--- config.mk ---
export PLATFORM = sky130hd
export DESIGN_NAME = aolt_cell
export DESIGN_NICKNAME = d
export VERILOG_FILES = /design/src/design/assert_macros.svh /design/src/design/aolt_pkg.sv /design/src/design/aolt_cell.sv
export SDC_FILE = /design/constraint.sdc
export NUM_CORES = 1
export LEC_CHECK = 0
export ABC_AREA = 1
export BUFFER_PORTS_ARGS = -buffer_cell sky130_fd_sc_hd__buf_2
export CORE_ASPECT_RATIO = 1.4
export CORE_MARGIN = 3
export CORE_UTILIZATION = 40
export DETAILED_ROUTE_END_ITERATION = 12
export PLACE_DENSITY = 0.67
export SLEW_MARGIN = 15
export SYNTH_ARGS = -nofsm -noshare
export SYNTH_HDL_FRONTEND = slang
export SYNTH_SLANG_ARGS = --single-unit
--- constraint.sdc ---
create_clock -name clk -period 15.3 [get_ports clk]
set_input_delay 4.59 -clock clk [delete_from_list [all_inputs] [get_ports clk]]
set_output_delay 4.59 -clock clk [all_outputs]
set_load 0.005 [all_outputs]
--- src/design/assert_macros.svh ---
// assertion helpers used by the lock table controller
`ifndef ASSERT_MACROS_SVH
`define ASSERT_MACROS_SVH

// property must hold at every clock edge outside reset
`define AOLT_ASSERT(lbl, clk, rst_n, prop, msg) \
  lbl: assert property (@(posedge clk) disable iff (!rst_n) prop) else $error(msg);

// expression must never be true outside reset
`define AOLT_NEVER(lbl, clk, rst_n, expr, msg) \
  lbl: assert property (@(posedge clk) disable iff (!rst_n) !(expr)) else $error(msg);

`endif

--- src/design/aolt_pkg.sv ---
package aolt_pkg;

  localparam logic [1:0] OP_ACQUIRE = 2'd0;
  localparam logic [1:0] OP_RELEASE = 2'd1;
  localparam logic [1:0] OP_QUERY   = 2'd2;

  localparam int COUNT_BITS = 7;
  localparam int COUNT_MAX  = 127;

  // control part of the token that walks the cell chain
  typedef struct packed {
    logic       valid;
    logic [1:0] op;
    logic       hit;
    logic       hit_taken;
    logic       held;
    logic       free_found;
  } tok_ctl_t;

  // commands the controller sends to every cell at once
  typedef struct packed {
    logic commit;
    logic undo;
    logic clr_taken;
    logic clr_pend;
  } bcast_t;

endpackage

--- src/design/aolt_cell.sv ---
module aolt_cell #(
  parameter int KEY_BITS = 32,
  parameter int TXN_BITS = 16,
  parameter int CNT_W    = 7
) (
  input  logic                 clk,
  input  logic                 rst_n,
  input  logic [KEY_BITS-1:0]  key_i,
  input  logic [TXN_BITS-1:0]  txn_i,
  input  aolt_pkg::bcast_t     bc_i,
  input  aolt_pkg::tok_ctl_t   tok_i,
  input  logic [CNT_W-1:0]     nl_i,
  input  logic [CNT_W-1:0]     nlnt_i,
  output aolt_pkg::tok_ctl_t   tok_o,
  output logic [CNT_W-1:0]     nl_o,
  output logic [CNT_W-1:0]     nlnt_o
);
  import aolt_pkg::*;

  logic                locked_r, locked_nxt;
  logic                taken_r, taken_nxt;
  logic                pend_r, pend_nxt;
  logic [KEY_BITS-1:0] key_r;
  logic [TXN_BITS-1:0] holder_r;
  logic                vld_r;
  tok_ctl_t            tok_r, tok_nxt;
  logic [CNT_W-1:0]    nl_r, nl_nxt;
  logic [CNT_W-1:0]    nlnt_r, nlnt_nxt;

  logic visit, own, match, claim, drop;

  always_comb begin
    visit = tok_i.valid;
    own   = (holder_r == txn_i);
    match = locked_r && (key_r == key_i);
    // first free cell along the chain takes the key on trial
    claim = visit && (tok_i.op == OP_ACQUIRE) && !locked_r && !tok_i.free_found;
    drop  = visit && (tok_i.op == OP_RELEASE) && locked_r && own;

    locked_nxt = locked_r;
    taken_nxt  = taken_r;
    pend_nxt   = pend_r;
    if (drop) begin
      locked_nxt = 1'b0;
      taken_nxt  = 1'b0;
    end
    if (bc_i.commit && pend_r) begin
      locked_nxt = 1'b1;
      taken_nxt  = 1'b1;
    end
    if (bc_i.undo) begin
      if (taken_r) begin
        locked_nxt = 1'b0;
      end
      taken_nxt = 1'b0;
    end
    if (bc_i.clr_taken) begin
      taken_nxt = 1'b0;
    end
    if (claim) begin
      pend_nxt = 1'b1;
    end
    if (bc_i.clr_pend) begin
      pend_nxt = 1'b0;
    end

    tok_nxt            = tok_i;
    tok_nxt.hit        = tok_i.hit | match;
    tok_nxt.hit_taken  = tok_i.hit_taken | (match && taken_r);
    tok_nxt.held       = tok_i.held | (match && own);
    tok_nxt.free_found = tok_i.free_found | !locked_r;

    // running counts: locked after this cell acts, and locked outside the open request
    nl_nxt   = nl_i + CNT_W'(locked_r && !drop);
    nlnt_nxt = nlnt_i + CNT_W'(locked_r && !taken_r);
  end

  always_ff @(posedge clk) begin
    if (!rst_n) begin
      locked_r <= 1'b0;
      taken_r  <= 1'b0;
      pend_r   <= 1'b0;
      vld_r    <= 1'b0;
    end else begin
      locked_r <= locked_nxt;
      taken_r  <= taken_nxt;
      pend_r   <= pend_nxt;
      vld_r    <= visit;
    end
  end

  always_ff @(posedge clk) begin
    if (claim) begin
      key_r    <= key_i;
      holder_r <= txn_i;
    end
    tok_r  <= tok_nxt;
    nl_r   <= nl_nxt;
    nlnt_r <= nlnt_nxt;
  end

  always_comb begin
    tok_o       = tok_r;
    tok_o.valid = vld_r;
    nl_o        = nl_r;
    nlnt_o      = nlnt_r;
  end

endmodule

==> run_results.csv <==
group,metric,value,unit
worst_setup_path,cp-start-kind,"primary input",
clock_network,cts_setup_buffers,0,
global_routing,grt_remaining_overflow,0,
die,start_util,0.415,
worst_setup_path,path_max_fanout,3,
worst_setup_path,cpMostUsedCell,"nor2_1",
worst_setup_path,worstSetupEndpointType,"flop",
power,power_density,99.5,nW/µm²
cells_and_area,final_common_cell,"buf_2",
clock_network,cts_buffers,9,
die,die_area,8830,µm²
placed_design,routabilityCongestion,0.731,
clock_network,cts_tree,"yes",
clock_network,cts_resized,0,
worst_setup_path,max_stage_delay,0.20,ns
drt,post-route-drc-count,0,
die,fp.dieW,80.3,µm
clock_network,cts_root_buf,"clkbuf_8",
flow_run,cap_viol_max_count,0,
worst_setup_path,r2r_cells,14,
die,num_rows,37,
cells_and_area,layout_common_cells,"95 x buf_2, 84 x nand2_1, 55 x inv_1, 48 x edfxtp_1, 47 x nor2_1",
synthesis,synth_fp_nets,403,
clock_network,cts_hold_buffers,0,
power,total_power,0.388,mW
synthesis,ys_seq_area_frac,0.622,
die,die_h,110,µm
synthesis,ys_types,22,
cells_and_area,drive_above_1_share,0.278,
synthesis,syn_avg_cell_area,9.54,µm²
global_routing,grt_pass1_vias,2223,
clock_network,clkSinkCount,72,
worst_setup_path,crit_slowest_cell,"ha_1",
clock_network,cts_max_level,3,
drt,drt_first_pass_iters,4,
power,max-vdd-ir-drop,85.1,µV
drt,vias,2302,
run_status,status,"finished clean",
cells_and_area,antenna_cells,0,
clock_network,clk_path_buf_depth,2,
sta,skew,0.00688,ns
worst_setup_path,worst_setup_path_endpoint,"nl_o[6]$_DFF_P_",
sta,fin_crit_sh,0.385,
worst_setup_path,worst_ep_arrival_time,6.16,ns
worst_setup_path,cp-startpoint,"txn_i[13]",
sta,period_minus_slack,5.89,ns
sta,finalSetupViolCount,0,
sta,timing.fmax,170,MHz
synthesis,syn_area,3090,µm²
sta,hold_violations,0,
global_routing,antenna_found_initial,0,
cells_and_area,final_util,0.523,
cells_and_area,fin_nets,510,
synthesis,synth-seq-cells,72,
die,fp.coreArea,7450,µm²
worst_setup_path,crit_required,15.58,ns
drt,vias_per_cell,4.32,
drt,wirelength,5900,µm
sta,hold_ws,0.501,ns
die,io_pins,96,
placed_design,place_hpwl,4610,µm
drt,wl_per_cell,11.1,µm
sta,finalSetupTns,0,ns
clock_network,cts.clk_slew.worst_paths,0.07,ns
cells_and_area,syn_to_final_growth,26.0,%
drt,drt_first_iter_violations,64,
sta,rsz0062_at_grt,"false",
worst_setup_path,reg2reg_from,"holder_r[13]$_DFFE_PP_",
synthesis,syn-instance-count,324,
power,p_leak,1.88,nW
placed_design,dp_cells,517,
worst_setup_path,worstPathCellList,"buf_2, nor2_1, nor2_1, nor2_1, nand2_1, nor2_1, nand3_1, nand2_1, inv_1, ha_1, ha_1, nand3_1, nor2_1, nand2_1, xnor2_1",
worst_setup_path,crit_type,"primary input to flop",
worst_setup_path,rrSetupSlack,13.37,ns
clock_network,worstSkewPairLatency,0.35,ns
global_routing,track_usage,0.143,
sta,maxSlewHeadroom,0.724,
worst_setup_path,r2r-end,"nl_o[6]$_DFF_P_",
cells_and_area,stdcell_count,533,
drt,ant_nets,0,
sta,worst_pin_slew,0.414,ns
placed_design,port_buffers,95,
global_routing,grt_max_degree,33,
worst_hold_path,min_path_type,"flop to flop",
global_routing,grt_pass1_wl,9380,µm
synthesis,yosysWarnings,0,
sta,drv_slew,0,
## area by class of cell
class	count	area (µm²)
sequential	72	1920
multi-input combinational	195	957
clock inverter	2	11.3
timing repair buffer	97	490
fill	664	3560
tap	97	121
inverter	56	210
clock buffer	14	183
## worst min-delay path by stage
stage	start	to	slack [ns]	cells after the start
after floorplan	pend_r$_SDFFE_PP0P_	taken_r$_SDFFE_PP0P_	0.45	2
final	pend_r$_SDFFE_PP0P_	taken_r$_SDFFE_PP0P_	0.50	2
after detailed placement	pend_r$_SDFFE_PP0P_	taken_r$_SDFFE_PP0P_	0.48	2
after CTS	pend_r$_SDFFE_PP0P_	taken_r$_SDFFE_PP0P_	0.49	2
after global routing	pend_r$_SDFFE_PP0P_	locked_r$_SDFF_PN0_	0.54	2
after global placement	pend_r$_SDFFE_PP0P_	locked_r$_SDFF_PN0_	0.47	2
## Yosys cell counts
master / n / area [µm²]
nand2_1: 84 / 315
inv_1: 55 / 206
edfxtp_1: 48 / 1440
nor2_1: 47 / 176
dfxtp_1: 24 / 480
xor2_1: 14 / 123
nand3_1: 11 / 55.1
xnor2_1: 10 / 87.6
o21ai_0: 9 / 45.0
ha_1: 4 / 50.1
or2_2: 4 / 25.0
a21oi_1: 2 / 10.0
nor2_2: 2 / 12.5
nor3_1: 2 / 10.0
and2_1: 1 / 6.26
buf_4: 1 / 7.51
inv_2: 1 / 3.75
nand3b_1: 1 / 7.51
nor3_2: 1 / 10.0
nor4_1: 1 / 6.26
o21ai_1: 1 / 5.00
o22ai_1: 1 / 6.26
## logic make-up (layout without fill, tap and decap cells)
logic type               Yosys count  count (layout)  share of synthesized area
XOR/XNOR                          24              24                     0.0680
adder cells (fa/ha/maj)            4               4                     0.0162
AND/OR/NAND/NOR                  154             154                      0.202
AO/OA/AOI/OAI                     13              13                     0.0215
flip-flops                        72              72                      0.622
buffers and inverters             57             169                     0.0704
## stage by stage
step | cell area (µm²) | worst slack, ns
final | 3890 | 9.41
after detailed placement | 3700 | 9.04
after CTS | 3890 | 9.41
after global placement | 3700 | 9.09
after global routing | 3890 | 9.19
after floorplan | 3090 | 5.33
## power by group
group | switching [mW] | internal (mW)
Combinational | 0.0159 | 0.0150
Clock | 0.0658 | 0.0765
Sequential | 0.00161 | 0.213
Total | 0.0833 | 0.304
## routing by layer
| layer | wire (µm) | global-route usage | vias up |
|---|---|---|---|
| li1 | - | - | 1223 |
| met1 | 2580 | 0.166 | 991 |
| met2 | 2680 | 0.221 | 77 |
| met3 | 492 | 0.0593 | 11 |
| met4 | 148 | 0.0870 | 0 |
| met5 | 0 | 0 | - |
## state kept, by name (all words and copies together) (netlist names)
| register | count |
|---|---|
| key_r | 32 |
| holder_r | 16 |
| tok_o | 6 |
| pend_r | 1 |
| nlnt_o | 7 |
| taken_r | 1 |
| locked_r | 1 |
| vld_r | 1 |
| nl_o | 7 |
## critical path, delay by kind of cell
family / cells / cell delay [ns]
buffers and inverters: 2 / 0.16
xor gates and xnor gates: 1 / 0.11
adders and majority gates: 2 / 0.39
and+or+nand+nor: 10 / 0.90
(Power assumes the default switching activity.)
