--- src/design/assert_macros.svh ---
// assertion helpers used by the lock table controller
`ifndef ASSERT_MACROS_SVH
`define ASSERT_MACROS_SVH

// property must hold at every clock edge outside reset
`define AOLT_ASSERT(lbl, clk, rst_n, prop, msg) \
  lbl: assert property (@(posedge clk) disable iff (!rst_n) prop) else $error(msg);

// expression must never be true outside reset
`define AOLT_NEVER(lbl, clk, rst_n, expr, msg) \
  lbl: assert property (@(posedge clk) disable iff (!rst_n) !(expr)) else $error(msg);

`endif

--- src/design/aolt_pkg.sv ---
package aolt_pkg;

  localparam logic [1:0] OP_ACQUIRE = 2'd0;
  localparam logic [1:0] OP_RELEASE = 2'd1;
  localparam logic [1:0] OP_QUERY   = 2'd2;

  localparam int COUNT_BITS = 7;
  localparam int COUNT_MAX  = 127;

  // control part of the token that walks the cell chain
  typedef struct packed {
    logic       valid;
    logic [1:0] op;
    logic       hit;
    logic       hit_taken;
    logic       held;
    logic       free_found;
  } tok_ctl_t;

  // commands the controller sends to every cell at once
  typedef struct packed {
    logic commit;
    logic undo;
    logic clr_taken;
    logic clr_pend;
  } bcast_t;

endpackage

--- src/design/aolt_ctrl.sv ---
`include "assert_macros.svh"

module aolt_ctrl #(
  parameter int KEY_BITS = 32,
  parameter int TXN_BITS = 16,
  parameter int CNT_W    = 7
) (
  input  logic                          clk,
  input  logic                          rst_n,
  input  logic                          in_valid,
  output logic                          in_ready,
  input  logic [1:0]                    in_op,
  input  logic [TXN_BITS-1:0]           in_txn,
  input  logic [KEY_BITS-1:0]           in_key_id,
  input  logic                          in_last_key,
  output logic                          out_valid,
  input  logic                          out_ready,
  output logic [1:0]                    out_done_op,
  output logic                          out_granted,
  output logic                          out_table_full,
  output logic                          out_key_locked,
  output logic                          out_key_held_by_txn,
  output logic [aolt_pkg::COUNT_BITS-1:0] out_locked_count,
  output logic [KEY_BITS-1:0]           key_o,
  output logic [TXN_BITS-1:0]           txn_o,
  output aolt_pkg::tok_ctl_t            tok_head_o,
  input  aolt_pkg::tok_ctl_t            tok_tail_i,
  input  logic [CNT_W-1:0]              nl_tail_i,
  input  logic [CNT_W-1:0]              nlnt_tail_i,
  output aolt_pkg::bcast_t              bc_o
);
  import aolt_pkg::*;

  typedef enum logic [2:0] {
    S_IDLE = 3'b001,
    S_RUN  = 3'b010,
    S_FIN  = 3'b100
  } state_t;

  localparam int OW = (CNT_W > COUNT_BITS) ? CNT_W : COUNT_BITS;

  state_t              state_r, state_nxt;
  logic [1:0]          op_r;
  logic                last_r;
  logic                skip_r;
  logic                launch_r;
  logic [KEY_BITS-1:0] key_r;
  logic [TXN_BITS-1:0] txn_r;
  logic                failed_r, full_r;
  logic [CNT_W-1:0]    total_r;
  logic                hit_r, hit_taken_r, held_r, free_r;
  logic [CNT_W-1:0]    nl_r, nlnt_r;
  logic                out_valid_r;
  logic [1:0]          done_op_r;
  logic                granted_r, table_full_r, key_locked_r, held_out_r;
  logic [COUNT_BITS-1:0] count_r;

  logic                  in_accept, op_ok, need_out, fin_go;
  logic                  do_commit, do_undo, fail_set, full_set, fail_n, full_n;
  logic [CNT_W-1:0]      total_new;
  logic [OW-1:0]         tot_ext;
  logic [COUNT_BITS-1:0] count_sat;

  always_comb begin
    in_ready  = (state_r == S_IDLE);
    in_accept = in_valid && in_ready;
    op_ok     = (in_op == OP_ACQUIRE) || (in_op == OP_RELEASE) || (in_op == OP_QUERY);
    need_out  = (op_r != OP_ACQUIRE) || last_r;
    fin_go    = (state_r == S_FIN) && (!need_out || !out_valid_r || out_ready);

    do_commit = 1'b0;
    do_undo   = 1'b0;
    fail_set  = 1'b0;
    full_set  = 1'b0;
    total_new = total_r;
    case (op_r) inside
      OP_ACQUIRE: begin
        if (!skip_r) begin
          if (hit_r) begin
            // a key locked by this same request is simply a repeat
            if (!hit_taken_r) begin
              do_undo   = 1'b1;
              fail_set  = 1'b1;
              total_new = nlnt_r;
            end else begin
              total_new = nl_r;
            end
          end else if (free_r) begin
            do_commit = 1'b1;
            total_new = nl_r + CNT_W'(1);
          end else begin
            do_undo   = 1'b1;
            fail_set  = 1'b1;
            full_set  = 1'b1;
            total_new = nlnt_r;
          end
        end
      end
      OP_RELEASE, OP_QUERY: begin
        total_new = nl_r;
      end
      default: ;
    endcase
    fail_n = failed_r | fail_set;
    full_n = full_r | full_set;

    tot_ext   = OW'(total_new);
    count_sat = (tot_ext > OW'(COUNT_MAX)) ? COUNT_BITS'(COUNT_MAX) : COUNT_BITS'(tot_ext);

    bc_o.commit    = fin_go && do_commit;
    bc_o.undo      = fin_go && do_undo;
    bc_o.clr_taken = fin_go && (op_r == OP_ACQUIRE) && last_r;
    bc_o.clr_pend  = fin_go;

    tok_head_o            = '0;
    tok_head_o.valid      = launch_r;
    tok_head_o.op         = op_r;
    key_o                 = key_r;
    txn_o                 = txn_r;

    state_nxt = state_r;
    unique case (state_r)
      S_IDLE: begin
        if (in_accept && op_ok) begin
          // a request already refused skips the chain walk
          state_nxt = ((in_op == OP_ACQUIRE) && failed_r) ? S_FIN : S_RUN;
        end
      end
      S_RUN: begin
        if (tok_tail_i.valid) begin
          state_nxt = S_FIN;
        end
      end
      S_FIN: begin
        if (fin_go) begin
          state_nxt = S_IDLE;
        end
      end
      default: state_nxt = S_IDLE;
    endcase
  end

  always_ff @(posedge clk) begin
    if (!rst_n) begin
      state_r     <= S_IDLE;
      launch_r    <= 1'b0;
      failed_r    <= 1'b0;
      full_r      <= 1'b0;
      total_r     <= '0;
      out_valid_r <= 1'b0;
    end else begin
      state_r  <= state_nxt;
      launch_r <= in_accept && op_ok && !((in_op == OP_ACQUIRE) && failed_r);
      if (fin_go) begin
        total_r <= total_new;
        if (op_r == OP_ACQUIRE) begin
          if (last_r) begin
            failed_r <= 1'b0;
            full_r   <= 1'b0;
          end else begin
            failed_r <= fail_n;
            full_r   <= full_n;
          end
        end
      end
      if (fin_go && need_out) begin
        out_valid_r <= 1'b1;
      end else if (out_ready) begin
        out_valid_r <= 1'b0;
      end
    end
  end

  always_ff @(posedge clk) begin
    if (in_accept) begin
      op_r   <= in_op;
      last_r <= in_last_key;
      key_r  <= in_key_id;
      txn_r  <= in_txn;
      skip_r <= (in_op == OP_ACQUIRE) && failed_r;
    end
    if ((state_r == S_RUN) && tok_tail_i.valid) begin
      hit_r       <= tok_tail_i.hit;
      hit_taken_r <= tok_tail_i.hit_taken;
      held_r      <= tok_tail_i.held;
      free_r      <= tok_tail_i.free_found;
      nl_r        <= nl_tail_i;
      nlnt_r      <= nlnt_tail_i;
    end
    if (fin_go && need_out) begin
      done_op_r    <= op_r;
      granted_r    <= (op_r == OP_ACQUIRE) && !fail_n;
      table_full_r <= (op_r == OP_ACQUIRE) && full_n;
      key_locked_r <= (op_r == OP_QUERY) && hit_r;
      held_out_r   <= (op_r == OP_QUERY) && held_r;
      count_r      <= count_sat;
    end
  end

  assign out_valid           = out_valid_r;
  assign out_done_op         = done_op_r;
  assign out_granted         = granted_r;
  assign out_table_full      = table_full_r;
  assign out_key_locked      = key_locked_r;
  assign out_key_held_by_txn = held_out_r;
  assign out_locked_count    = count_r;

  `AOLT_ASSERT(a_tail_in_run, clk, rst_n, tok_tail_i.valid |-> (state_r == S_RUN),
               "token left chain outside a walk")
  `AOLT_ASSERT(a_launch_run, clk, rst_n, launch_r |-> (state_r == S_RUN),
               "token launched without a walk")
  `AOLT_ASSERT(a_flags_clear, clk, rst_n,
               (fin_go && (op_r == OP_ACQUIRE) && last_r) |=> (!failed_r && !full_r),
               "request flags survived the last key")
  `AOLT_ASSERT(a_full_fail, clk, rst_n, full_r |-> failed_r,
               "table full flag without refusal")
  `AOLT_NEVER(a_bc_excl, clk, rst_n, bc_o.commit && bc_o.undo,
              "commit and undo together")

endmodule

--- config.mk ---
export PLATFORM = sky130hd
export DESIGN_NAME = aolt_ctrl
export DESIGN_NICKNAME = d
export VERILOG_FILES = /design/src/design/aolt_pkg.sv /design/src/design/aolt_ctrl.sv
export VERILOG_INCLUDE_DIRS = /design/src /design/src/design
export SDC_FILE = /design/constraint.sdc
export NUM_CORES = 1
export LEC_CHECK = 0
export ABC_CLOCK_PERIOD_IN_PS = 2200
export BUFFER_PORTS_ARGS = -buffer_cell sky130_fd_sc_hd__buf_2
export CORE_ASPECT_RATIO = 0.9
export CORE_MARGIN = 10
export CORE_UTILIZATION = 41
export DETAILED_ROUTE_END_ITERATION = 12
export GPL_TIMING_DRIVEN = 0
export PLACE_DENSITY = 0.7
export SYNTH_ARGS = -nofsm -noshare
export SYNTH_HDL_FRONTEND = slang
export SYNTH_SLANG_ARGS = --single-unit
--- constraint.sdc ---
create_clock -name clk -period 2.2 [get_ports clk]
set_input_delay 0.44 -clock clk [delete_from_list [all_inputs] [get_ports clk]]
set_output_delay 0.44 -clock clk [all_outputs]
set_load 0.02 [all_outputs]
==> results of run 1 <==
==> power groups by stage <==
stage | combinational (mW) | clock (mW) | sequential [mW]
final | 0.721 | 1.09 | 2.25
after global routing | 0.783 | 1.20 | 2.27
after CTS | 0.716 | 1.13 | 2.26
after detailed placement | 0.678 | 0 | 2.30
after global placement | 0.665 | 0 | 2.29
after floorplan | 0.250 | 0 | 2.46
==> registers in the layout, indices dropped and copies added, names as in the netlist, 2 cells and up <==
name / cells
out_locked_count: 7
state_r: 3
txn_o: 16
out_done_op: 2
key_o: 32
nl_r: 7
total_r: 7
nlnt_r: 7
op_r: 2
==> worst max path at each step <==
stage / to / from / slack (ns) / cells after the start
finish: bc_o[3] / op_r[0] / -0.005 / 7
global route: bc_o[3] / op_r[0] / -0.11 / 7
CTS: bc_o[0] / op_r[1] / 0.009 / 7
detailed placement: out_done_op[0] / op_r[1] / -0.50 / 6
global placement: out_locked_count[3] / op_r[1] / -0.43 / 6
floorplan: out_done_op[0] / op_r[0] / -0.11 / 6
==> per-stage QoR <==
| step | power, mW | std cells | hold WS [ns] |
|---|---|---|---|
| after floorplan | 2.71 | 245 | 0.470 |
| after global placement | 2.96 | 506 | 0.470 |
| after detailed placement | 2.98 | 506 | 0.487 |
| after CTS | 4.10 | 529 | 0.225 |
| after global routing | 4.26 | 533 | 0.219 |
| final | 4.06 | 533 | 0.247 |
==> layout make-up <==
class                   instances  area (sq um)
plain buffers                  11          71.3
clock buffers                   9           124
clock inverters                 7          66.3
fillers                       777          3740
inverters                       4          15.0
multi-input cells             132           891
flip-flops and latches         97          2770
well taps                     119           149
repair buffers                154           822
==> metal layers <==
layer,track usage,vias up,part of all wire
met3,0.0533,7,0.088
met1,0.145,1177,0.38
met5,0,-,0
met2,0.226,98,0.53
li1,-,1233,-
met4,0.0387,0,0.010
==> repair_timing <==
action                     CTS  global route
setup buffers                7             5
setup endpoints to repair   69            17
pin swaps                    3             3
gates resized for setup     20             5
==> cells by family (layout without fill, tap and decap cells) <==
| logic type | Yosys count | in the layout |
|---|---|---|
| flip-flops | 97 | 97 |
| AND/OR/NAND/NOR | 72 | 72 |
| AO/OA/AOI/OAI | 46 | 46 |
| buffers and inverters | 16 | 185 |
| XOR/XNOR | 4 | 4 |
| adder cells (fa/ha/maj) | 3 | 3 |
| multiplexers | 3 | 3 |
| other | 1 | 4 |
==> critical path, stage by stage, from the launching register on <==
cell      delay, ns
edfxtp_1       0.38
inv_2          0.07
ha_4           0.17
nor2b_4        0.13
o21ai_4        0.27
buf_6          0.18
nor3_2         0.04
buf_4          0.16
==> cells in the mapped netlist (4+ instances only) <==
| cell type | count | area (sq um) |
|---|---|---|
| edfxtp_1 | 83 | 2490 |
| nor2_1 | 20 | 75.1 |
| nand2_1 | 15 | 56.3 |
| dfxtp_1 | 14 | 280 |
| o21ai_0 | 10 | 50.1 |
| nor2b_1 | 7 | 43.8 |
| buf_4 | 6 | 45.0 |
| nand2b_1 | 6 | 37.5 |
| a21oi_1 | 5 | 25.0 |
| and2_1 | 5 | 31.3 |
| and3_1 | 4 | 25.0 |
| buf_2 | 4 | 20.0 |
| inv_1 | 4 | 15.0 |
| nor3b_1 | 4 | 30.0 |
| o22ai_1 | 4 | 25.0 |
==> results.py, run 1 <==
metrics = {
    "timing": {
        "fin_setup_tns_ns": -0.00469,
        "tightest_slew_ns": 0.885,
        "final-hold-violation-count": 0,
        "slew_headroom": 0.410,
        "clock-skew-final_ns": 0.00994,
        "setup_viol": 1,
        "drv_slew": 0,
        "rsz0062_at_grt": "yes",
        "fin_crit_sh": 1.00,
        "max_freq_mhz": 454,
        "fin_ws_ns": -0.00469,
        "fin_crit_ns": 2.20,
    },
    "grt": {
        "grt_pass1_vias": 2609,
        "grt_pass1_wl_um": 13500,
        "antenna_found_initial": 0,
        "grt_max_degree": 53,
        "grt_usage": 0.130,
        "grt-ovfl-total": 0,
    },
    "floorplanning": {
        "pin_count": 150,
        "rows": 32,
        "die_area_sq_um": 13200,
        "die_w_um": 120,
        "start_util": 0.425,
        "core-area_sq_um": 8650,
        "die_h_um": 110,
    },
    "synth": {
        "synth_fa_ha_area_frac": 0.0102,
        "synth.distinct_cells": 46,
        "ys.flop_type": "edfxtp_1",
        "synthMuxAreaShare": 0.00885,
        "yosysSeqAreaShare": 0.754,
        "synthArstFlopShare": 0,
        "synthCells": 242,
        "yosys.area_share.simple": 0.103,
        "synth_enable_flop_cells": 83,
        "synth_xor_area_frac": 0.00953,
        "yosysWarnings": 0,
        "postSynthAreaPerCell_sq_um": 15.2,
        "ys_ff_latch": 97,
        "synth_compound_gate_area_share": 0.0895,
        "synth_top_family_by_area": "simple AND/OR/NAND/NOR gates",
        "syn_area_sq_um": 3680,
    },
    "drt": {
        "dr.pass1.iters": 4,
        "drt-vias-per-instance": 4.72,
        "via_count": 2515,
        "drt_iter0_markers": 188,
        "drc_errors": 0,
        "ant_nets": 0,
        "wl_per_cell_um": 17.3,
        "wirelength_um": 9210,
    },
    "setup_path": {
        "crit_required_ns": 1.76,
        "path_class": "reg2out",
        "r2r_slack_ns": 0.07,
        "end_kind": "output pin",
        "path_max_fanout": 6,
        "regToRegEndpoint": "state_r[2]",
        "cp-start-kind": "flip-flop",
        "timing.rr.start": "op_r[0]",
        "worstRegToRegCells": 9,
        "worst_ep_arrival_time_ns": 1.76,
    },
    "min_path": {
        "worst_hold_path_type": "in2reg",
        "hp-start": "in_txn[4]",
        "hold_end": "txn_o[4]",
        "min_delay_path_depth": 1,
    },
    "final_layout": {
        "antenna_cells": 0,
        "final_common_cell": "buf_2",
        "drive_gt1_frac": 0.481,
        "layout_common_cells": "buf_2 (141), edfxtp_1 (83), nor2_1 (18), buf_4 (18), nand2_1 (15)",
        "final_area_sq_um": 4910,
        "final_nets": 488,
        "final_core_util": 0.568,
        "syn_to_final_growth_pct": 33.5,
    },
    "clock_network": {
        "clock_sinks": 97,
        "cts_tree": "built",
        "clk_transition_reported_paths_ns": 0.10,
        "h-tree-depth": 3,
        "cts-root-buf": "clkbuf_8",
        "cts_made_buffers": 9,
        "hold_buffers": 0,
        "cts_buffer_depth": 2,
        "clk-insertion-delay-late_ns": 0.36,
    },
    "pwr": {
        "leakagePower_nw": 1.99,
        "vdd_drop_max_mv": 0.513,
        "pwr-share-seq": 0.555,
        "p_switching_mw": 1.18,
        "p_per_area_nw_per_um2": 827,
        "p_int_mw": 2.88,
        "swShare": 0.290,
        "combPwrFrac": 0.177,
        "clkPwrFrac": 0.268,
    },
    "placement": {
        "io_buffers": 142,
        "placed_area_sq_um": 4550,
        "gp_congestion": 0.827,
        "place_hpwl_um": 6970,
        "post-place-ws_ns": -0.504,
    },
    "run_status": {
        "status": "finished with violations",
        "violations": "negative setup slack",
    },
    "flow_run": {
        "cap_violations": 0,
    },
}
Note: power is estimated with default switching activity, not from simulation.
==> run 2: changes to the inputs <==
ABC_AREA = 1   (was unset)
==> run 2 against run 1 <==
  * The flow still finishes with violations (negative setup slack)
  * Global-route usage increased by 1.3 points
  * Design area grew 2.9%
  * Highest routed layer unchanged
  * Critical path depth is 3 higher
  * Sequential share of layout area is 1.6 points lower
==> results.py, run 2 <==
metrics = {
    "setup_path": {
        "worstSetupStartpoint": "op_r[0]",
        "crit_required_ns": 1.76,
        "end_kind": "output pin",
        "crit_chain": "inv_2 -> ha_4 -> inv_6 -> o21ai_4 -> nand2_2 -> nor2_4 -> buf_6 -> nand2_1 -> inv_2 -> buf_6",
        "cpMaxStageDelayCell": "edfxtp_1",
        "worst_ep_arrival_time_ns": 1.79,
        "path_class": "reg2out",
        "cp_top_family": "buffers and inverters",
        "cp-start-kind": "flip-flop",
        "timing.rr.start": "op_r[0]",
        "slowest_delay_ns": 0.42,
        "path_max_fanout": 2,
        "critical_path_buf_inv_count": 5,
    },
    "floorplanning": {
        "die_area_sq_um": 13500,
        "start_util": 0.419,
        "die_w_um": 121,
        "rows": 33,
        "core-area_sq_um": 9040,
        "pin_count": 150,
        "die_h_um": 111,
    },
    "drt": {
        "drt-vias-per-instance": 4.61,
        "wl_per_cell_um": 16.2,
        "dr.pass1.iters": 4,
        "drc_errors": 0,
        "wirelength_um": 9660,
        "via_count": 2756,
        "drt_iter0_markers": 138,
        "ant_nets": 0,
    },
    "clock_network": {
        "cts-root-buf": "clkbuf_8",
        "h-tree-depth": 3,
        "cts_tree": "built",
        "hold_buffers": 0,
        "clk_transition_reported_paths_ns": 0.11,
        "cts_made_buffers": 9,
        "clk-insertion-delay-late_ns": 0.36,
        "clock_sinks": 97,
        "cts_buffer_depth": 2,
    },
    "synth": {
        "synth_top_family_by_area": "simple AND/OR/NAND/NOR gates",
        "synthMuxAreaShare": 0,
        "synthTopCellsByCount": "edfxtp_1 (83), nand2_1 (43), inv_1 (37), a21oi_1 (25), nor2_1 (18)",
        "yosys.area_share.simple": 0.117,
        "synth.distinct_cells": 29,
        "synth_compound_gate_area_share": 0.0767,
        "yosysSeqAreaShare": 0.732,
        "ys_ff_latch": 97,
        "synthArstFlopShare": 0,
        "synthCells": 301,
        "postSynthAreaPerCell_sq_um": 12.6,
        "synth.largest_area_cell": "edfxtp_1",
        "syn_area_sq_um": 3790,
        "synth_xor_area_frac": 0,
        "synth_fa_ha_area_frac": 0.00991,
        "yosysMostFrequentCell": "edfxtp_1",
        "synth_enable_flop_cells": 83,
        "ys.flop_type": "edfxtp_1",
        "synth.area.top_cells": "edfxtp_1 (66%), dfxtp_1 (7.4%), nand2_1 (4.3%)",
        "yosys.area.top_type_share": 0.658,
        "yosysWarnings": 0,
    },
    "placement": {
        "io_buffers": 142,
        "placed_area_sq_um": 4670,
        "gp_congestion": 0.848,
        "place_hpwl_um": 7210,
    },
    "pwr": {
        "leakagePower_nw": 2.21,
        "vdd_drop_max_mv": 0.403,
        "total_power_mw": 3.83,
        "p_per_area_nw_per_um2": 758,
    },
    "final_layout": {
        "final_core_util": 0.559,
        "final_common_cell": "buf_2",
        "drive_gt1_frac": 0.442,
        "final_nets": 549,
        "largest_reg_flops": 32,
        "syn_to_final_growth_pct": 33.5,
        "seqCellArea_sq_um": 2770,
        "multiInputGateArea_sq_um": 847,
        "layout_common_cells": "buf_2 (141), edfxtp_1 (83), nand2_1 (43)",
        "fillers": 766,
        "final_area_sq_um": 5050,
    },
    "grt": {
        "grt_pass1_vias": 2774,
        "use_met3": 0.0438,
        "top_usage_layer": "met2",
        "grt_usage": 0.142,
        "grt-ovfl-total": 0,
        "grt_pass1_wl_um": 15000,
        "grt_util_met1": 0.164,
        "grt_max_degree": 28,
        "grt_use_met2": 0.237,
        "antenna_found_initial": 1,
    },
    "run_status": {
        "status": "finished with violations",
        "violations": "negative setup slack",
    },
    "flow_run": {
        "cap_violations": 0,
    },
    "timing": {
        "rsz0062_at_grt": "yes",
        "fin_ws_ns": -0.0307,
        "fin_crit_sh": 1.01,
        "drv_slew": 0,
        "tightest_slew_ns": 0.865,
        "final-hold-violation-count": 0,
        "setup_viol": 2,
        "fin_crit_ns": 2.23,
        "max_freq_mhz": 448,
        "clock-skew-final_ns": 0.0127,
        "slew_headroom": 0.423,
    },
    "min_path": {
        "hp-start": "in_key_id[16]",
        "worst_hold_path_type": "in2reg",
    },
}
## run 2: final cells by class
class / instances / share of cell area
repair buffers: 156 / 0.169
plain buffers: 9 / 0.0119
clock buffers: 9 / 0.0245
multi-input cells: 154 / 0.168
flip-flops and latches: 97 / 0.549
inverters: 43 / 0.0334
well taps: 122 / 0.0302
clock inverters: 7 / 0.0139
diodes: 1 / 0.000495
## run 2: path summary, 6_finish.rpt
| kind | endpoint | slack, ns | depth (start not counted) |
|---|---|---|---|
| max | bc_o[1] | -0.03 | 10 |
| min | key_o[16] | 0.24 | 1 |
| max reg2reg | out_locked_count[4] | 0.31 | 8 |
| min reg2reg | full_r | 0.47 | 2 |
## run 2: logic make-up after synthesis
kind of cell / Yosys count
flip-flops: 97
AND/OR/NAND/NOR: 94
buffers and inverters: 54
AO/OA/AOI/OAI: 52
adder cells (fa/ha/maj): 3
other: 1
## run 2: repair_timing
item                                    in CTS  in global routing
gates cloned                                 1                  0
pin swaps                                    6                  4
buffers inserted                            10                  3
endpoints found under the setup margin      22                 18
gates resized for setup                     22                  5
## run 2: where the power goes
group / total (mW) / internal [mW] / switching [mW]
sequential: 2.16 / 2.13 / 0.0306
combinational: 0.540 / 0.189 / 0.351
clock: 1.13 / 0.447 / 0.685
## run 2: per-stage QoR
stage / setup slack [ns] / hold slack (ns) / setup TNS, ns / cells
4_1_cts: -0.0797 / 0.220 / -0.130 / 595
3_3_place_gp: -0.0565 / 0.444 / -0.727 / 568
3_5_place_dp: -0.139 / 0.464 / -1.88 / 568
5_1_grt: -0.0983 / 0.217 / -0.258 / 598
2_1_floorplan: 0.0567 / 0.433 / 0 / 304
6_report: -0.0307 / 0.237 / -0.0606 / 598
## run 2: worst reg2reg max path, cell delays in order, from the launching register on
cell	delay, ns
edfxtp_1	0.42
inv_2	0.10
ha_4	0.17
inv_6	0.04
o21ai_4	0.13
nand2_2	0.10
buf_6	0.14
buf_4	0.14
nor2_4	0.32
## run 2: routing by layer
layer  part of all wire  vias up
met5                  0        -
met4              0.021        0
met3              0.077       17
met2               0.51      103
met1               0.39     1268
li1                   -     1368
